$ cat config.mk
export PLATFORM = sky130hd
export DESIGN_NAME = keystroke_line_editor_unit
export DESIGN_NICKNAME = d
export VERILOG_FILES = /design/src/rtl/kle_pkg.sv /design/src/rtl/kle_ctrl.sv /design/src/rtl/kle_dp.sv /design/src/rtl/keystroke_line_editor_unit.sv
export SDC_FILE = /design/constraint.sdc
export NUM_CORES = 1
export LEC_CHECK = 0
export BUFFER_PORTS_ARGS = -buffer_cell sky130_fd_sc_hd__buf_4
export CELL_PAD_IN_SITES_DETAIL_PLACEMENT = 1
export CELL_PAD_IN_SITES_GLOBAL_PLACEMENT = 1
export CORE_ASPECT_RATIO = 0.9
export CORE_MARGIN = 2
export CORE_UTILIZATION = 30
export CTS_BUF_LIST = sky130_fd_sc_hd__clkbuf_16
export DETAILED_ROUTE_END_ITERATION = 6
export GPL_TIMING_DRIVEN = 0
export HOLD_SLACK_MARGIN = 0.1
export PLACE_DENSITY = 0.58
export SLEW_MARGIN = 20
export SYNTH_ARGS = -nofsm -noshare
export SYNTH_HDL_FRONTEND = slang
export SYNTH_SLANG_ARGS = --single-unit
$ cat constraint.sdc
create_clock -name clk -period 5.55 [get_ports clk]
set_clock_uncertainty 0.15 [all_clocks]
set_input_delay 0.555 -clock clk [delete_from_list [all_inputs] [get_ports clk]]
set_output_delay 0.555 -clock clk [all_outputs]
set_load 0.05 [all_outputs]
$ cat src/rtl/kle_pkg.sv
// Shared constants and controller/datapath interface types for the line editor.
package kle_pkg;

  localparam int unsigned LINE_CAPACITY_DEF = 64;

  localparam int unsigned KEY_W = 8;
  localparam int unsigned CFG_IDX_W = 2;

  localparam logic [KEY_W-1:0] BACKSPACE_CODE_RST = 8'd45;  // '-'
  localparam logic [KEY_W-1:0] LEFT_CODE_RST = 8'd60;       // '<'
  localparam logic [KEY_W-1:0] RIGHT_CODE_RST = 8'd62;      // '>'

  localparam logic [CFG_IDX_W-1:0] CFG_BACKSPACE_CODE = 2'd0;
  localparam logic [CFG_IDX_W-1:0] CFG_LEFT_CODE = 2'd1;
  localparam logic [CFG_IDX_W-1:0] CFG_RIGHT_CODE = 2'd2;

  // Controller -> datapath
  typedef struct packed {
    logic accept;      // input beat taken this cycle
    logic move_wr;     // second half of a cursor move: write the popped char
    logic emit_first;  // fetch the first char of the line
    logic emit_adv;    // output beat taken, fetch the next char
    logic finish;      // final output beat taken, clear the line
  } kle_cmd_t;

  // Datapath -> controller
  typedef struct packed {
    logic move_ok;  // current key is a cursor move that will happen
    logic last;     // char on the output is the last of the line
  } kle_stat_t;

endpackage

$ cat src/rtl/kle_ctrl.sv
// Line editor sequencer: keystroke intake, cursor move completion and line emission.
module kle_ctrl
  import kle_pkg::*;
(
  input  logic      clk,
  input  logic      rst_n,
  input  logic      in_valid,
  input  logic      in_line_end,
  input  logic      out_stall,
  input  kle_stat_t stat,
  output logic      in_stall,
  output logic      out_valid,
  output kle_cmd_t  cmd
);

  typedef enum logic [1:0] {
    S_IDLE,
    S_MOVE,
    S_START,
    S_SEND
  } state_t;

  state_t state_r, state_nxt;
  logic   line_end_r, line_end_nxt;

  assign in_stall  = (state_r != S_IDLE);
  assign out_valid = (state_r == S_SEND);

  always_comb begin
    cmd            = '0;
    cmd.accept     = (state_r == S_IDLE) && in_valid;
    cmd.move_wr    = (state_r == S_MOVE);
    cmd.emit_first = (state_r == S_START);
    cmd.emit_adv   = (state_r == S_SEND) && !out_stall && !stat.last;
    cmd.finish     = (state_r == S_SEND) && !out_stall && stat.last;
  end

  always_comb begin
    state_nxt    = state_r;
    line_end_nxt = line_end_r;
    case (state_r)
      S_IDLE: begin
        if (in_valid) begin
          line_end_nxt = in_line_end;
          if (stat.move_ok) begin
            state_nxt = S_MOVE;
          end else if (in_line_end) begin
            state_nxt = S_START;
          end
        end
      end
      S_MOVE:  state_nxt = line_end_r ? S_START : S_IDLE;
      S_START: state_nxt = S_SEND;
      S_SEND: begin
        if (cmd.finish) begin
          state_nxt = S_IDLE;
        end
      end
      default: state_nxt = S_IDLE;
    endcase
  end

  always_ff @(posedge clk) begin
    if (!rst_n) begin
      state_r    <= S_IDLE;
      line_end_r <= 1'b0;
    end else begin
      state_r    <= state_nxt;
      line_end_r <= line_end_nxt;
    end
  end

endmodule

$ cat src/rtl/kle_dp.sv
// Line editor datapath: key codes, the two character stacks, counts and output select.
module kle_dp
  import kle_pkg::*;
#(
  parameter int unsigned CAP = LINE_CAPACITY_DEF
) (
  input  logic                 clk,
  input  logic                 rst_n,
  input  logic                 cfg_we,
  input  logic [CFG_IDX_W-1:0] cfg_index,
  input  logic [KEY_W-1:0]     cfg_data,
  input  logic [KEY_W-1:0]     in_key,
  input  kle_cmd_t             cmd,
  output kle_stat_t            stat,
  output logic [KEY_W-1:0]     out_char,
  output logic                 out_last_char,
  output logic                 out_line_empty,
  output logic                 out_overflowed
);

  localparam int unsigned CW = $clog2(CAP + 1);
  localparam int unsigned AW = $clog2(CAP);

  logic [KEY_W-1:0] bs_code_r, left_code_r, right_code_r;

  logic [KEY_W-1:0] left_mem [CAP];
  logic [KEY_W-1:0] right_mem [CAP];
  logic [KEY_W-1:0] rdl_r, rdr_r;

  logic [CW-1:0] lc_r, rc_r;
  logic          ovf_r;
  logic          dir_r;        // 1: pending move is right-to-left
  logic [AW-1:0] idx_r;
  logic          empty_r;
  logic          src_right_r;

  logic          is_bs, is_l, is_r, is_ins;
  logic [CW-1:0] total, lc_m1, rc_m1, r_emit_addr;
  logic          full;
  logic          emit_rd;
  logic [AW-1:0] rd_idx;
  logic          rd_left;
  logic          lre, rre, lwe, rwe;
  logic [AW-1:0] lra, rra;
  logic [KEY_W-1:0] lwd;

  always_ff @(posedge clk) begin
    if (!rst_n) begin
      bs_code_r    <= BACKSPACE_CODE_RST;
      left_code_r  <= LEFT_CODE_RST;
      right_code_r <= RIGHT_CODE_RST;
    end else if (cfg_we) begin
      case (cfg_index)
        CFG_BACKSPACE_CODE: bs_code_r    <= cfg_data;
        CFG_LEFT_CODE:      left_code_r  <= cfg_data;
        CFG_RIGHT_CODE:     right_code_r <= cfg_data;
        default: ;
      endcase
    end
  end

  // backspace wins over left, left over right when codes collide
  assign is_bs  = (in_key == bs_code_r);
  assign is_l   = !is_bs && (in_key == left_code_r);
  assign is_r   = !is_bs && !is_l && (in_key == right_code_r);
  assign is_ins = !is_bs && !is_l && !is_r;

  assign total = lc_r + rc_r;
  assign lc_m1 = lc_r - CW'(1);
  assign rc_m1 = rc_r - CW'(1);
  assign full  = (total >= CW'(CAP));

  assign stat.move_ok = (is_l && (lc_r != '0) && (rc_r < CW'(CAP))) ||
                        (is_r && (rc_r != '0) && (lc_r < CW'(CAP)));

  // Emission walks the left stack bottom-up, then the right stack top-down.
  assign emit_rd     = cmd.emit_first || cmd.emit_adv;
  assign rd_idx      = cmd.emit_first ? '0 : idx_r + AW'(1);
  assign rd_left     = (CW'(rd_idx) < lc_r);
  assign r_emit_addr = total - CW'(1) - CW'(rd_idx);

  assign lre = (cmd.accept && is_l && stat.move_ok) || (emit_rd && rd_left);
  assign rre = (cmd.accept && is_r && stat.move_ok) || (emit_rd && !rd_left);
  assign lra = emit_rd ? rd_idx : lc_m1[AW-1:0];
  assign rra = emit_rd ? r_emit_addr[AW-1:0] : rc_m1[AW-1:0];

  assign lwe = (cmd.accept && is_ins && !full) || (cmd.move_wr && dir_r);
  assign lwd = cmd.move_wr ? rdr_r : in_key;
  assign rwe = cmd.move_wr && !dir_r;

  always_ff @(posedge clk) begin
    if (lwe) begin
      left_mem[lc_r[AW-1:0]] <= lwd;
    end
    if (lre) begin
      rdl_r <= left_mem[lra];
    end
  end

  always_ff @(posedge clk) begin
    if (rwe) begin
      right_mem[rc_r[AW-1:0]] <= rdl_r;
    end
    if (rre) begin
      rdr_r <= right_mem[rra];
    end
  end

  always_ff @(posedge clk) begin
    if (!rst_n) begin
      lc_r  <= '0;
      rc_r  <= '0;
      ovf_r <= 1'b0;
    end else if (cmd.finish) begin
      lc_r  <= '0;
      rc_r  <= '0;
      ovf_r <= 1'b0;
    end else if (cmd.accept) begin
      if (is_bs) begin
        if (lc_r != '0) begin
          lc_r <= lc_m1;
        end
      end else if (is_l) begin
        if (stat.move_ok) begin
          lc_r <= lc_m1;
        end
      end else if (is_r) begin
        if (stat.move_ok) begin
          rc_r <= rc_m1;
        end
      end else if (full) begin
        ovf_r <= 1'b1;
      end else begin
        lc_r <= lc_r + CW'(1);
      end
    end else if (cmd.move_wr) begin
      if (dir_r) begin
        lc_r <= lc_r + CW'(1);
      end else begin
        rc_r <= rc_r + CW'(1);
      end
    end
  end

  always_ff @(posedge clk) begin
    if (cmd.accept) begin
      dir_r <= is_r;
    end
    if (cmd.emit_first) begin
      empty_r <= (total == '0);
    end
    if (emit_rd) begin
      idx_r       <= rd_idx;
      src_right_r <= !rd_left;
    end
  end

  assign stat.last      = empty_r || (CW'(idx_r) == total - CW'(1));
  assign out_char       = empty_r ? '0 : (src_right_r ? rdr_r : rdl_r);
  assign out_last_char  = stat.last;
  assign out_line_empty = empty_r;
  assign out_overflowed = ovf_r;

endmodule

$ cat src/rtl/keystroke_line_editor_unit.sv
// Keystroke line editor top level: two-stack gap buffer with sequencer and datapath.
// Insert, backspace and no-op keys are taken in S_IDLE; a cursor move is a stack read, then a write in S_MOVE.
// A line-end key passes through S_START, then one character per cycle leaves while out_stall is low.
// The next key is taken only after the last result of a line has been taken.
// Synchronous active-low reset clears counts, overflow flag, key codes and control state;
// stack contents are not cleared.
module keystroke_line_editor_unit
  import kle_pkg::*;
#(
  parameter int unsigned LINE_CAPACITY = LINE_CAPACITY_DEF
) (
  input  logic                 clk,
  input  logic                 rst_n,
  input  logic                 cfg_we,
  input  logic [CFG_IDX_W-1:0] cfg_index,
  input  logic [KEY_W-1:0]     cfg_data,
  input  logic                 in_valid,
  output logic                 in_stall,
  input  logic [KEY_W-1:0]     in_key,
  input  logic                 in_line_end,
  output logic                 out_valid,
  input  logic                 out_stall,
  output logic [KEY_W-1:0]     out_char,
  output logic                 out_last_char,
  output logic                 out_line_empty,
  output logic                 out_overflowed
);

  kle_cmd_t  cmd;
  kle_stat_t stat;

  kle_ctrl u_ctrl (
    .clk         (clk),
    .rst_n       (rst_n),
    .in_valid    (in_valid),
    .in_line_end (in_line_end),
    .out_stall   (out_stall),
    .stat        (stat),
    .in_stall    (in_stall),
    .out_valid   (out_valid),
    .cmd         (cmd)
  );

  kle_dp #(
    .CAP (LINE_CAPACITY)
  ) u_dp (
    .clk            (clk),
    .rst_n          (rst_n),
    .cfg_we         (cfg_we),
    .cfg_index      (cfg_index),
    .cfg_data       (cfg_data),
    .in_key         (in_key),
    .cmd            (cmd),
    .stat           (stat),
    .out_char       (out_char),
    .out_last_char  (out_last_char),
    .out_line_empty (out_line_empty),
    .out_overflowed (out_overflowed)
  );

`ifndef SYNTHESIS
  a_no_intake_while_sending: assert property (@(posedge clk) disable iff (!rst_n)
    out_valid |-> in_stall)
    else $error("key intake open while a line is being sent");

  a_line_closes: assert property (@(posedge clk) disable iff (!rst_n)
    (out_valid && !out_stall && out_last_char) |=> (!out_valid && !in_stall))
    else $error("editor did not return to intake after the last beat");

  a_empty_line_single: assert property (@(posedge clk) disable iff (!rst_n)
    (out_valid && out_line_empty) |-> (out_last_char && (out_char == '0)))
    else $error("empty line beat is malformed");

  a_cmd_exclusive: assert property (@(posedge clk) disable iff (!rst_n)
    $onehot0({cmd.accept, cmd.move_wr, cmd.emit_first, cmd.emit_adv, cmd.finish}))
    else $error("conflicting datapath commands");
`endif

endmodule
==> impl_results.md <==
- Status: completed
- Tot Pwr: 20.2 mW
- Syn Nets: 3039
- Flops & latches, synth: 1091
- Vias/cell: 5.08
- Starting Density: 30.2%
- Wirelength per Cell: 24.9 µm
- Syn avg cell area: 15.0 µm²
- Num ports: 37
- Fmax: 184 MHz
- Chip width: 412 µm
- Netlist cell types: 86
- Share of cells above drive strength 1: 14.7%
- Hpwl dp: 92100 µm
- Global route overflow: 0
- Gr usage total: 17.1%
- Initial antenna violation count: 4
- RSZ-0062 raised after global routing: yes
- Clock Path Buffers: 3
- Number of enable flip-flop cells after synthesis: 1049
- Vias: 26800
- Placed cell area: 48400 µm²
- # setup viols final: 0
- Synth top cells by count: edfxtp_1 (1049), nand2_1 (428), mux2i_1 (393)
- Hold path depth: 4
- Root buf cell: clkbuf_16
- Critical Path AT: 5.84 ns
- 1st-iter DRT viols: 2257
- Crit path max fanout: 10
- Peak VDD IR: 0.234 mV
- Min setup slack post-route: 0.107 ns
- Die area: 153000 µm²
- Sequential share of the synthesized area: 72.0%
- Sequential Power Share: 45.6%
- TritonCTS Buffers: 111
- Clk sinks: 1091
- FP Rows: 134
- Hold Slack: 0.235 ns
- Min-delay src: in_key[1]
- Cell area after layout: 53100 µm²
- Post-route minimum period: 5.44 ns
- H-tree depth: 3
- GR peak layer: met2
- Crit share post-route: 98.1%
- Post-Syn Area: 44900 µm²
- CP Launch Type: flop
- Die height: 371 µm
- Clock transition at path regs: 0.06 ns
- Reg-to-reg endpoint: u_dp.rdl_r[0]$_DFFE_PP_
- Fillers: 15300
- Inst Count DP: 5030
- Layout area overhead: 18.2%
- DP Worst Slack: -1.14 ns
- Min-Delay Endpoint: u_dp.dir_r$_DFFE_PP_
- Dominant register cell in the synthesized netlist: edfxtp_1
- Lkg Pwr: 17.0 nW
- Asr flop ratio synth: 0%
- Gate Count Post-Synth: 2990
- Type of the tightest min-delay check: input port to flop
- CTS tree: built
- Worst Setup End Kind: flop
- Worst r2r path cells: 17
- Vias in the first global route: 27300
- Biggest area consumer among synthesized cells: edfxtp_1
- Fin. max-slew vios: 0
- Power Density: 380 nW/µm²
- Top post-synthesis cells by area: edfxtp_1 (70%), mux2i_1 (8.8%), nand2_1 (3.6%), a22oi_1 (2.2%), o2111ai_1 (1.9%)
- Critical R2R Launch: u_dp.rc_r[0]$_SDFFE_PP0P_
- CP Class: flop to flop
- Total Nets Final: 3256
- Drt pass-1 iters: 5
- CP Data Required Time: 5.94 ns
- Core area: 149000 µm²
- GRT met3 Usage: 2.67%
- Largest net degree at the start of global routing: 65
- Worst Tran Pin Value: 1.07 ns
- Psw: 5.63 mW
- Max Cap Viol: 0
- First-pass GRT wire length: 191000 µm
- # DRC: 0
- Reg-to-reg slack, setup: 0.11 ns
- Total Wirelength: 132000 µm
- Rel. slew slack: 28.7%
- Area share of the largest cell type after synthesis: 70.1%
- Internal power: 14.6 mW
- Worst-Skew Late Latency: 0.73 ns
- Logic pwr share: 17.1%
- Grt met2 use: 26.4%
- Routing usage on met1: 24.6%
- Count of final hold-check violations: 0
- Clock power frac: 37.4%
- Switching Share: 27.9%
- GP Congestion: 0.915
- Antenna Nets Post-Route: 0
- Synth Warn #: 0
- Top-count cell post-synth: edfxtp_1
- I/O Buffers: 35
- Layout Cells excl Fill: 5276
sequential cells by signal, indices dropped and copies added, names as in the netlist:
| signal | flops |
|---|---|
| u_ctrl.line_end_r | 1 |
| u_ctrl.state_r | 2 |
| u_dp.bs_code_r | 8 |
| u_dp.dir_r | 1 |
| u_dp.idx_r | 6 |
| u_dp.lc_r | 7 |
| u_dp.left_code_r | 8 |
| u_dp.left_mem | 512 |
| u_dp.out_line_empty | 1 |
| u_dp.out_overflowed | 1 |
| u_dp.rc_r | 7 |
| u_dp.rdl_r | 8 |
| u_dp.rdr_r | 8 |
| u_dp.right_code_r | 8 |
| u_dp.right_mem | 512 |
| u_dp.src_right_r | 1 |
metrics by stage:
step	utilization, %	TNS (ns)
4_1_cts	35.5	0
3_5_place_dp	32.6	-14.19
5_1_grt	35.7	-0.0778
2_1_floorplan	-	0
6_report	35.7	0
3_3_place_gp	32.1	-13.46
repair_timing:
item / 4_1_cts / 5_1_grt
pin swaps: 10 / 18
hold endpoints to repair: 32 / 0
hold buffers: 14 / 0
setup endpoints to repair: 16 / 16
gates resized for setup: 110 / 92
buffers inserted: 14 / 9
layout by cell type, fill, tap and decap left out, types with 11 or more instances in the layout:
cell type / instances
inv_1: 46
a31oi_1: 21
nor2_1: 191
ha_1: 23
clkbuf_4: 12
edfxtp_1: 1049
xnor2_1: 37
xor2_1: 27
nand3_1: 28
o21ai_0: 16
o2111ai_1: 92
a21oi_1: 57
bufinv_16: 14
buf_6: 22
dlygate4sd3_1: 14
nor3_1: 17
mux2i_1: 392
buf_4: 75
clkbuf_16: 112
a21oi_4: 11
buf_2: 25
clkinv_2: 22
dfxtp_1: 40
nand4_1: 40
a32o_1: 18
a21oi_2: 12
buf_8: 20
clkbuf_2: 31
nor2b_1: 13
clkbuf_1: 34
nand2_1: 418
clkinv_1: 28
a22oi_1: 127
cells by family (layout without fill, tap and decap cells):
family,after synthesis,in the layout,synth area share [%]
DFF,1091,1091,72.0
and+or+nand+nor,793,793,7.64
AOI/OAI and AO/OA,438,438,7.42
buffers and inverters,181,493,1.99
muxes,395,395,8.83
other,0,2,0
adders and majority gates,25,25,0.730
xor gates and xnor gates,67,67,1.39
worst max-delay path by stage:
stage	from	to	slack [ns]	cells after the start
CTS	u_dp.rc_r[0]$_SDFFE_PP0P_	u_dp.rdr_r[3]$_DFFE_PP_	0.003	19
global route	u_dp.rc_r[0]$_SDFFE_PP0P_	u_dp.rdr_r[7]$_DFFE_PP_	-0.03	20
floorplan	u_dp.rc_r[0]$_SDFFE_PP0P_	u_dp.rdr_r[3]$_DFFE_PP_	0.96	18
detailed placement	u_dp.rc_r[0]$_SDFFE_PP0P_	u_dp.rdl_r[5]$_DFFE_PP_	-1.14	17
finish	u_dp.rc_r[0]$_SDFFE_PP0P_	u_dp.rdl_r[0]$_DFFE_PP_	0.11	17
global placement	u_dp.rc_r[0]$_SDFFE_PP0P_	u_dp.rdl_r[5]$_DFFE_PP_	-1.09	17
metal layers:
layer	up-vias	wire length [µm]
li1	12000	-
met1	14000	61800
met2	640	59600
met3	166	7240
met4	2	2940
met5	-	11
power by group through the flow:
stage	clock (mW)	combinational (mW)	sequential, mW
2_1_floorplan	0	1.77	9.40
3_3_place_gp	0	2.97	9.48
3_5_place_dp	0	3.15	9.38
4_1_cts	7.69	3.34	9.20
5_1_grt	7.98	3.66	9.20
6_report	7.55	3.45	9.20
worst max-delay path, cell delays in order (launching register included):
cell and delay (ns):
dfxtp_4 0.40, ha_1 0.25, fa_1 0.43, inv_1 0.08
ha_1 0.21, nand2_1 0.06, or4b_1 0.50, and4_1 0.25
a211oi_2 0.33, o32ai_4 0.13, buf_12 0.17, o2111a_1 0.36
nor2_4 0.33, clkbuf_4 0.44, mux2i_1 0.14, o2111ai_1 0.38
nand4_1 0.30, o22ai_2 0.33
cell type report:
type	count	area (µm²)	area share, %
tap	1972	2470	4.65
multi-input combinational	1718	12300	23.1
buffer	152	960	1.81
sequential	1091	32300	60.9
inverter	28	108	0.203
clock inverter	96	842	1.59
antenna	2	5.00	0.00943
clock buffer	112	2800	5.28
timing repair buffer	105	1280	2.41
(Power assumes the default switching activity.)
